**src/hw/rtl/hhbm_pkg.sv**
```systemverilog
// ----------------------------------------------------------------------------
// hhbm_pkg
// Types and constants shared by the host heartbeat acknowledge monitor.
// ----------------------------------------------------------------------------
`default_nettype none

package hhbm_pkg;

  localparam logic [0:0]  CMD_TICK = 1'b0;
  localparam logic [0:0]  CMD_LINK = 1'b1;

  localparam logic [63:0] SCRATCH_HOST_UP    = 64'd1;
  localparam logic [63:0] SCRATCH_HOST_ACK   = 64'd2;
  localparam logic [63:0] SCRATCH_HOST_RMMOD = 64'd3;

  localparam logic [5:0]  BIT_HEARTBEAT  = 6'd1;
  localparam logic [5:0]  LINK_DOWN_BASE = 6'd2;
  localparam logic [5:0]  LINK_UP_BASE   = 6'd18;
  localparam logic [15:0] MAX_PORT       = 16'd15;

  localparam logic [1:0]  STATUS_OK           = 2'd0;
  localparam logic [1:0]  STATUS_READ_FAILED  = 2'd1;
  localparam logic [1:0]  STATUS_ACK_TIMEOUT  = 2'd2;
  localparam logic [1:0]  STATUS_INVALID_PORT = 2'd3;

  localparam logic [1:0]  REG_HEARTBEAT_INTERVAL = 2'd0;
  localparam logic [1:0]  REG_HOST_POLL_INTERVAL = 2'd1;
  localparam logic [1:0]  REG_ACK_MISS_LIMIT     = 2'd2;

  localparam logic [15:0] HEARTBEAT_INTERVAL_RESET = 16'd5000;
  localparam logic [15:0] HOST_POLL_INTERVAL_RESET = 16'd100;
  localparam logic [3:0]  ACK_MISS_LIMIT_RESET     = 4'd5;

  typedef enum logic {
    PHASE_WAIT_UP  = 1'b0,
    PHASE_WAIT_ACK = 1'b1
  } phase_t;

  typedef struct packed {
    logic [0:0]  command;
    logic [63:0] scratch_value;
    logic        read_failed;
    logic [15:0] port_number;
    logic        link_up;
  } in_item_t;

  typedef struct packed {
    logic        send_trigger;
    logic [5:0]  trigger_bit;
    logic        clear_scratch;
    logic        cleanup_request;
    logic [15:0] next_alarm_ms;
    logic [1:0]  status;
  } out_item_t;

  typedef struct packed {
    logic [15:0] heartbeat_interval_ms;
    logic [15:0] host_poll_interval_ms;
    logic [3:0]  ack_miss_limit;
  } cfg_t;

endpackage

`default_nettype wire

```
**src/hw/rtl/hhbm_in_reg.sv**
```systemverilog
// ----------------------------------------------------------------------------
// hhbm_in_reg
// Input register stage: captures one word and holds it until it advances.
// ----------------------------------------------------------------------------
`default_nettype none

module hhbm_in_reg
  import hhbm_pkg::*;
(
  input  wire logic     clk,
  input  wire logic     rst,
  input  wire logic     in_valid,
  output logic          in_ready,
  input  wire in_item_t in_item,
  input  wire logic     advance,
  output logic          stage_valid,
  output in_item_t      stage_item
);

  assign in_ready = !stage_valid || advance;

  always_ff @(posedge clk) begin
    if (rst) begin
      stage_valid <= 1'b0;
    end else if (in_ready) begin
      stage_valid <= in_valid;
    end
  end

  always_ff @(posedge clk) begin
    if (in_valid && in_ready) begin
      stage_item <= in_item;
    end
  end

endmodule

`default_nettype wire

```
**src/hw/rtl/hhbm_step.sv**
```systemverilog
// ----------------------------------------------------------------------------
// hhbm_step
// Heartbeat state and per-word decision logic for ticks and link events.
// ----------------------------------------------------------------------------
`default_nettype none

module hhbm_step
  import hhbm_pkg::*;
(
  input  wire logic     clk,
  input  wire logic     rst,
  input  wire logic     fire,
  input  wire in_item_t item,
  input  wire cfg_t     cfg,
  output out_item_t     result
);

  phase_t     phase;
  phase_t     phase_next;
  logic       heartbeat_pending;
  logic       heartbeat_pending_next;
  logic [3:0] missed_acks;
  logic [3:0] missed_acks_next;
  logic [3:0] missed_inc;

  assign missed_inc = missed_acks + 4'd1;

  always_comb begin
    result                 = '0;
    phase_next             = phase;
    heartbeat_pending_next = heartbeat_pending;
    missed_acks_next       = missed_acks;
    priority if (item.command == CMD_LINK) begin
      if (item.port_number > MAX_PORT) begin
        result.status = STATUS_INVALID_PORT;
      end else begin
        result.send_trigger = 1'b1;
        result.trigger_bit  = {2'b00, item.port_number[3:0]} +
                              (item.link_up ? LINK_UP_BASE : LINK_DOWN_BASE);
      end
    end else if (phase == PHASE_WAIT_UP) begin
      result.next_alarm_ms = cfg.host_poll_interval_ms;
      if (item.read_failed) begin
        result.status = STATUS_READ_FAILED;
      end else if (item.scratch_value == SCRATCH_HOST_UP) begin
        result.clear_scratch = 1'b1;
        result.send_trigger  = 1'b1;
        result.trigger_bit   = BIT_HEARTBEAT;
        phase_next           = PHASE_WAIT_ACK;
      end
    end else if (!heartbeat_pending) begin
      result.send_trigger    = 1'b1;
      result.trigger_bit     = BIT_HEARTBEAT;
      result.next_alarm_ms   = cfg.heartbeat_interval_ms;
      heartbeat_pending_next = 1'b1;
    end else if (item.read_failed) begin
      result.status        = STATUS_READ_FAILED;
      result.next_alarm_ms = cfg.heartbeat_interval_ms;
    end else if (item.scratch_value == SCRATCH_HOST_ACK) begin
      result.clear_scratch   = 1'b1;
      result.next_alarm_ms   = cfg.heartbeat_interval_ms;
      missed_acks_next       = 4'd0;
      heartbeat_pending_next = 1'b0;
    end else if (item.scratch_value == SCRATCH_HOST_RMMOD) begin
      result.cleanup_request = 1'b1;
      result.next_alarm_ms   = cfg.heartbeat_interval_ms;
      phase_next             = PHASE_WAIT_UP;
      missed_acks_next       = 4'd0;
    end else if (missed_inc >= cfg.ack_miss_limit) begin
      result.cleanup_request = 1'b1;
      result.status          = STATUS_ACK_TIMEOUT;
      result.next_alarm_ms   = cfg.host_poll_interval_ms;
      phase_next             = PHASE_WAIT_UP;
      missed_acks_next       = 4'd0;
    end else begin
      result.next_alarm_ms = cfg.heartbeat_interval_ms;
      missed_acks_next     = missed_inc;
    end
  end

  always_ff @(posedge clk) begin
    if (rst) begin
      phase             <= PHASE_WAIT_UP;
      heartbeat_pending <= 1'b0;
      missed_acks       <= 4'd0;
    end else if (fire) begin
      phase             <= phase_next;
      heartbeat_pending <= heartbeat_pending_next;
      missed_acks       <= missed_acks_next;
    end
  end

  a_idle_no_misses: assert property (@(posedge clk) disable iff (rst)
    phase == PHASE_WAIT_UP |-> missed_acks == 4'd0)
    else $error("missed acknowledges counted while waiting for host up");

  a_cleanup_returns: assert property (@(posedge clk) disable iff (rst)
    fire && result.cleanup_request |=> phase == PHASE_WAIT_UP)
    else $error("cleanup did not return to waiting for host up");

  a_no_trigger_no_bit: assert property (@(posedge clk) disable iff (rst)
    !result.send_trigger |-> result.trigger_bit == 6'd0)
    else $error("trigger bit set without a trigger");

endmodule

`default_nettype wire

```
**src/hw/rtl/hhbm_out_reg.sv**
```systemverilog
// ----------------------------------------------------------------------------
// hhbm_out_reg
// Result register: holds one result word until the consumer takes it.
// ----------------------------------------------------------------------------
`default_nettype none

module hhbm_out_reg
  import hhbm_pkg::*;
(
  input  wire logic      clk,
  input  wire logic      rst,
  input  wire logic      load,
  input  wire out_item_t result,
  output logic           can_load,
  output logic           out_valid,
  input  wire logic      out_ready,
  output out_item_t      out_item
);

  assign can_load = !out_valid || out_ready;

  always_ff @(posedge clk) begin
    if (rst) begin
      out_valid <= 1'b0;
    end else if (can_load) begin
      out_valid <= load;
    end
  end

  always_ff @(posedge clk) begin
    if (load) begin
      out_item <= result;
    end
  end

endmodule

`default_nettype wire

```
**src/hw/rtl/host_heartbeat_ack_monitor.sv**
```systemverilog
// ----------------------------------------------------------------------------
// host_heartbeat_ack_monitor
// Host heartbeat and link-event monitor with register-stage handshakes.
// ----------------------------------------------------------------------------
// Each input word (alarm tick or link event) yields one result word. A word
// passes an input register, is decided combinationally against the heartbeat
// state and lands in a result register; one word is taken every cycle while
// the result register is not held by the consumer. The decision stage makes a
// single state update per word. Configuration writes take effect at once; the
// user must make them while idle, which the block itself does not enforce.
`default_nettype none

module host_heartbeat_ack_monitor
  import hhbm_pkg::*;
(
  input  wire logic        clk,
  input  wire logic        rst,
  input  wire logic        in_valid,
  output logic             in_ready,
  input  wire in_item_t    in_item,
  output logic             out_valid,
  input  wire logic        out_ready,
  output out_item_t        out_item,
  input  wire logic        cfg_we,
  input  wire logic [1:0]  cfg_index,
  input  wire logic [15:0] cfg_data
);

  cfg_t      cfg;
  logic      stage_valid;
  in_item_t  stage_item;
  logic      can_load;
  logic      advance;
  out_item_t result;

  assign advance = stage_valid && can_load;

  always_ff @(posedge clk) begin
    if (rst) begin
      cfg.heartbeat_interval_ms <= HEARTBEAT_INTERVAL_RESET;
      cfg.host_poll_interval_ms <= HOST_POLL_INTERVAL_RESET;
      cfg.ack_miss_limit        <= ACK_MISS_LIMIT_RESET;
    end else if (cfg_we) begin
      case (cfg_index)
        REG_HEARTBEAT_INTERVAL: cfg.heartbeat_interval_ms <= cfg_data;
        REG_HOST_POLL_INTERVAL: cfg.host_poll_interval_ms <= cfg_data;
        REG_ACK_MISS_LIMIT:     cfg.ack_miss_limit        <= cfg_data[3:0];
        default: begin
        end
      endcase
    end
  end

  hhbm_in_reg u_in_reg (
    .clk         (clk),
    .rst         (rst),
    .in_valid    (in_valid),
    .in_ready    (in_ready),
    .in_item     (in_item),
    .advance     (advance),
    .stage_valid (stage_valid),
    .stage_item  (stage_item)
  );

  hhbm_step u_step (
    .clk    (clk),
    .rst    (rst),
    .fire   (advance),
    .item   (stage_item),
    .cfg    (cfg),
    .result (result)
  );

  hhbm_out_reg u_out_reg (
    .clk       (clk),
    .rst       (rst),
    .load      (advance),
    .result    (result),
    .can_load  (can_load),
    .out_valid (out_valid),
    .out_ready (out_ready),
    .out_item  (out_item)
  );

  a_stage_moves: assert property (@(posedge clk) disable iff (rst)
    stage_valid && !out_valid |=> out_valid)
    else $error("decided word did not reach the result register");

  a_full_blocks: assert property (@(posedge clk) disable iff (rst)
    stage_valid && out_valid && !out_ready |-> !in_ready)
    else $error("input taken while both stages are blocked");

  a_poll_delay: assert property (@(posedge clk) disable iff (rst)
    advance && result.status == STATUS_ACK_TIMEOUT
      |-> result.next_alarm_ms == cfg.host_poll_interval_ms)
    else $error("timeout without the host poll delay");

endmodule

`default_nettype wire

```
**config.mk**
```make
export PLATFORM = sky130hd
export DESIGN_NAME = host_heartbeat_ack_monitor
export DESIGN_NICKNAME = d
export VERILOG_FILES = /design/src/hw/rtl/hhbm_pkg.sv /design/src/hw/rtl/hhbm_in_reg.sv /design/src/hw/rtl/hhbm_step.sv /design/src/hw/rtl/hhbm_out_reg.sv /design/src/hw/rtl/host_heartbeat_ack_monitor.sv
export SDC_FILE = /design/constraint.sdc
export NUM_CORES = 1
export LEC_CHECK = 0
export BUFFER_PORTS_ARGS = -buffer_cell sky130_fd_sc_hd__buf_2
export CAP_MARGIN = 15
export CORE_UTILIZATION = 30
export CTS_CLUSTER_SIZE = 28
export DETAILED_ROUTE_END_ITERATION = 10
export SLEW_MARGIN = 30
export SYNTH_ARGS = -nofsm -noshare
export SYNTH_HDL_FRONTEND = slang
export SYNTH_SLANG_ARGS = --single-unit
```
**constraint.sdc**
```tcl
create_clock -name clk -period 3.5 [get_ports clk]
set_clock_uncertainty 0.15 [all_clocks]
set_input_delay 1.05 -clock clk [delete_from_list [all_inputs] [get_ports clk]]
set_output_delay 1.05 -clock clk [all_outputs]
set_load 0.05 [all_outputs]
```
==> flow_summary_export.csv <==
group,metric,value,unit
status,outcome,"completed",
logic_synthesis,synthesis.nets,558,
layout,regArea,4180,um^2
logic_synthesis,async_reset_ff_share,0,%
worst_setup_path,critPathBufInv,2,
min_path,min_to,"cfg[33]",
logic_synthesis,synth_seq_cells,154,
layout,finalNetCount,702,
power,ir_worst_vdd,0.000390,V
route,drc,0,
floorplanning,die_w,142,um
logic_synthesis,ys_warn_count,0,
logic_synthesis,synth.most_common_cell,"edfxtp_1",
grt,antenna_found_initial,0,
worst_setup_path,r2r_setup_slack,850,ps
grt,grt_usage,13.3,%
route,vias_per_cell,4.72,
cts,clkTransAtPathRegs,60,ps
placed_design,portBuffers,134,
floorplanning,coreArea,19000,um^2
logic_synthesis,synth_cell_types,52,
placed_design,place_area,6830,um^2
timing,fin_crit_sh,87.1,%
min_path,hold_class,"reg -> reg",
layout,multiInputGateArea,1560,um^2
worst_setup_path,cp.arrival,1850,ps
worst_setup_path,start_kind,"input pin",
min_path,worstHoldStart,"cfg[33]",
route,wire_per_inst,14.7,um
logic_synthesis,syn_area_per_cell,13.1,um^2
grt,grt_overflow_total,0,
floorplanning,initial_utilization,30.9,%
worst_setup_path,crit_type,"in -> out",
timing,worst_pin_slew,544,ps
timing,min_period,3050,ps
cts,post_cts_buffers,0,
layout,drive_above_1_share,33.7,%
cts,htreeDepth,4,
floorplanning,die_height,142,um
worst_setup_path,reg2reg_to,"u_out_reg.out_item[15]",
worst_setup_path,path_max_fanout,5,
cts,ctsHoldBuffers,0,
cts,tritoncts,"built",
power,power,4.19,mW
grt,grt_pass1_wl,20200,um
route,routed_wl,12700,um
logic_synthesis,synth_ff_type,"edfxtp_1",
timing,timing.fmax,328,MHz
route,drt_iter0_drc,194,
power,cellLeakagePower,2.77,nW
logic_synthesis,synth-seq-area-share,71.3,%
route,dr_total_vias,4074,
flow_run,cap_violations,0,
cts,ctsResizeCount,0,
worst_setup_path,critical-path-top-cell-by-count,"buf_2",
floorplanning,die_area,20100,um^2
floorplanning,rows,50,
logic_synthesis,netlist_area,5860,um^2
cts,clkSinkCount,154,
worst_setup_path,crit_chain,"buf_2 > nor2b_1 > nand2_1 > buf_2",
worst_setup_path,cp-end-kind,"primary output",
timing,slew_headroom,63.7,%
timing,finalSetupTns,0,ps
cts,clkLatencyLatePin,420,ps
cts,cts_root_buf,"clkbuf_16",
worst_setup_path,crit_slowest_cell,"nor2b_1",
min_path,hold-path-cell-count,2,
timing,drv_slew,0,
timing,grt_setup_unrepaired,"false",
layout,final_core_util,39.4,%
timing,fin_hold_ws,303,ps
worst_setup_path,r2r_start,"u_in_reg.stage_item[24]",
logic_synthesis,yosys.area.top_type,"edfxtp_1",
route,drt-pass1-iter-count,4,
logic_synthesis,synth_cells,446,
logic_synthesis,synth_commonest_cells,"edfxtp_1 (110), nand2_1 (76), dfxtp_1 (44)",
cts,cts_max_path_buffers,2,
cts,numCtsBuffers,17,
worst_setup_path,cp_data_required_time,2300,ps
layout,stdcell_area,7470,um^2
floorplanning,ioPinCount,135,
grt,grt_max_degree,84,
worst_setup_path,cpPeakStageDelay,320,ps
placed_design,dp_hpwl,8770,um
power,p_per_area,561,nW/um^2
layout,syn_to_final_growth,27.3,%
route,antenna_left,0,
grt,grt_pass1_vias,4195,
worst_setup_path,cp_top_family,"simple AND/OR/NAND/NOR gates",
layout,fill_cells,1814,
worst_setup_path,r2r_cells,6,
timing,setup_violations,0,
timing,hold_viol,0,
logic_synthesis,synth_edf_count,110,
logic_synthesis,synth_top_area_share,56.3,%
logic_synthesis,synth_area_leaders,"edfxtp_1 (56%), dfxtp_1 (15%), nand2_1 (4.9%), a21oi_1 (3.6%), nand3_1 (3.0%)",
placed_design,place_congestion,0.759,
[worst max path at each step]
stage / start / endpoint / slack, ps / cells past startpoint
after global routing: out_ready / in_ready / 400 / 4
after global placement: out_ready / in_ready / 490 / 4
after detailed placement: out_ready / in_ready / 460 / 4
after floorplan: out_ready / u_in_reg.stage_item[0] / 290 / 3
final: out_ready / in_ready / 450 / 4
after CTS: out_ready / in_ready / 460 / 4
[per-stage QoR]
stage / instances / setup WS [ps]
after floorplan: 446 / 285
after global placement: 830 / 486
after detailed placement: 830 / 460
after CTS: 862 / 458
after global routing: 863 / 396
final: 864 / 450
[cell usage in the layout, fill, tap and decap left out, drive strengths merged, types with 3 or more instances in the layout]
master and n:
mux2i 3, a32oi 3, and4 4, o21ai 4, nor2 20, nand2 76
inv 11, edfxtp 110, nor3b 5, clkinv 6, buf 143, nand3 44
nor4 17, ha 6, dfxtp 44, clkbuf 17, and2 5, a21oi 49
nor2b 4
[metal layers]
| layer | vias to the layer above | GRT usage (%) | part of all wire, % |
|---|---|---|---|
| met4 | 0 | 5.55 | 1.5 |
| met2 | 175 | 22.1 | 48 |
| met1 | 1951 | 15.4 | 42 |
| li1 | 1932 | - | - |
| met5 | - | 0 | 0 |
| met3 | 16 | 4.93 | 8.7 |
[layout make-up]
cell class | count | share of cell area (%)
diodes | 1 | 0.0335
clock buffers | 17 | 5.70
clock inverters | 15 | 2.50
inverters | 6 | 0.302
multi-input cells | 268 | 20.9
flip-flops and latches | 154 | 56.0
well taps | 260 | 4.36
repair buffers | 143 | 10.2
[sequential cells by signal, summed over array words and instances, names as in the netlist]
name,flops
u_out_reg.out_valid,1
u_step.heartbeat_pending,1
cfg,36
u_in_reg.stage_valid,1
u_out_reg.out_item,27
u_step.phase,1
u_in_reg.stage_item,83
u_step.missed_acks,4
[cells by family (layout without fill, tap and decap cells)]
| family | Yosys count | count (layout) | synth area share (%) |
|---|---|---|---|
| AO/OA/AOI/OAI | 63 | 63 | 6.66 |
| XOR/XNOR | 4 | 4 | 0.598 |
| adder cells (fa/ha/maj) | 6 | 6 | 1.28 |
| buffers and inverters | 24 | 181 | 2.09 |
| flip-flops | 154 | 154 | 71.3 |
| multiplexers | 3 | 3 | 0.512 |
| other | 0 | 1 | 0 |
| AND/OR/NAND/NOR | 192 | 192 | 17.5 |
[worst register-to-register path: cells and delay by family (launching register included)]
kind               cells  cell delay (ps)
DFF                    1              370
AOI/OAI and AO/OA      1              370
and+or+nand+nor        5             1500
[report_power, final]
group / leakage (nW) / switching, mW / internal (mW)
clock: 0.295 / 0.780 / 1.08
combinational: 1.06 / 0.162 / 0.0861
sequential: 1.41 / 0.0333 / 2.05
total: 2.77 / 0.975 / 3.21
Power figures use the tool's default switching activity.
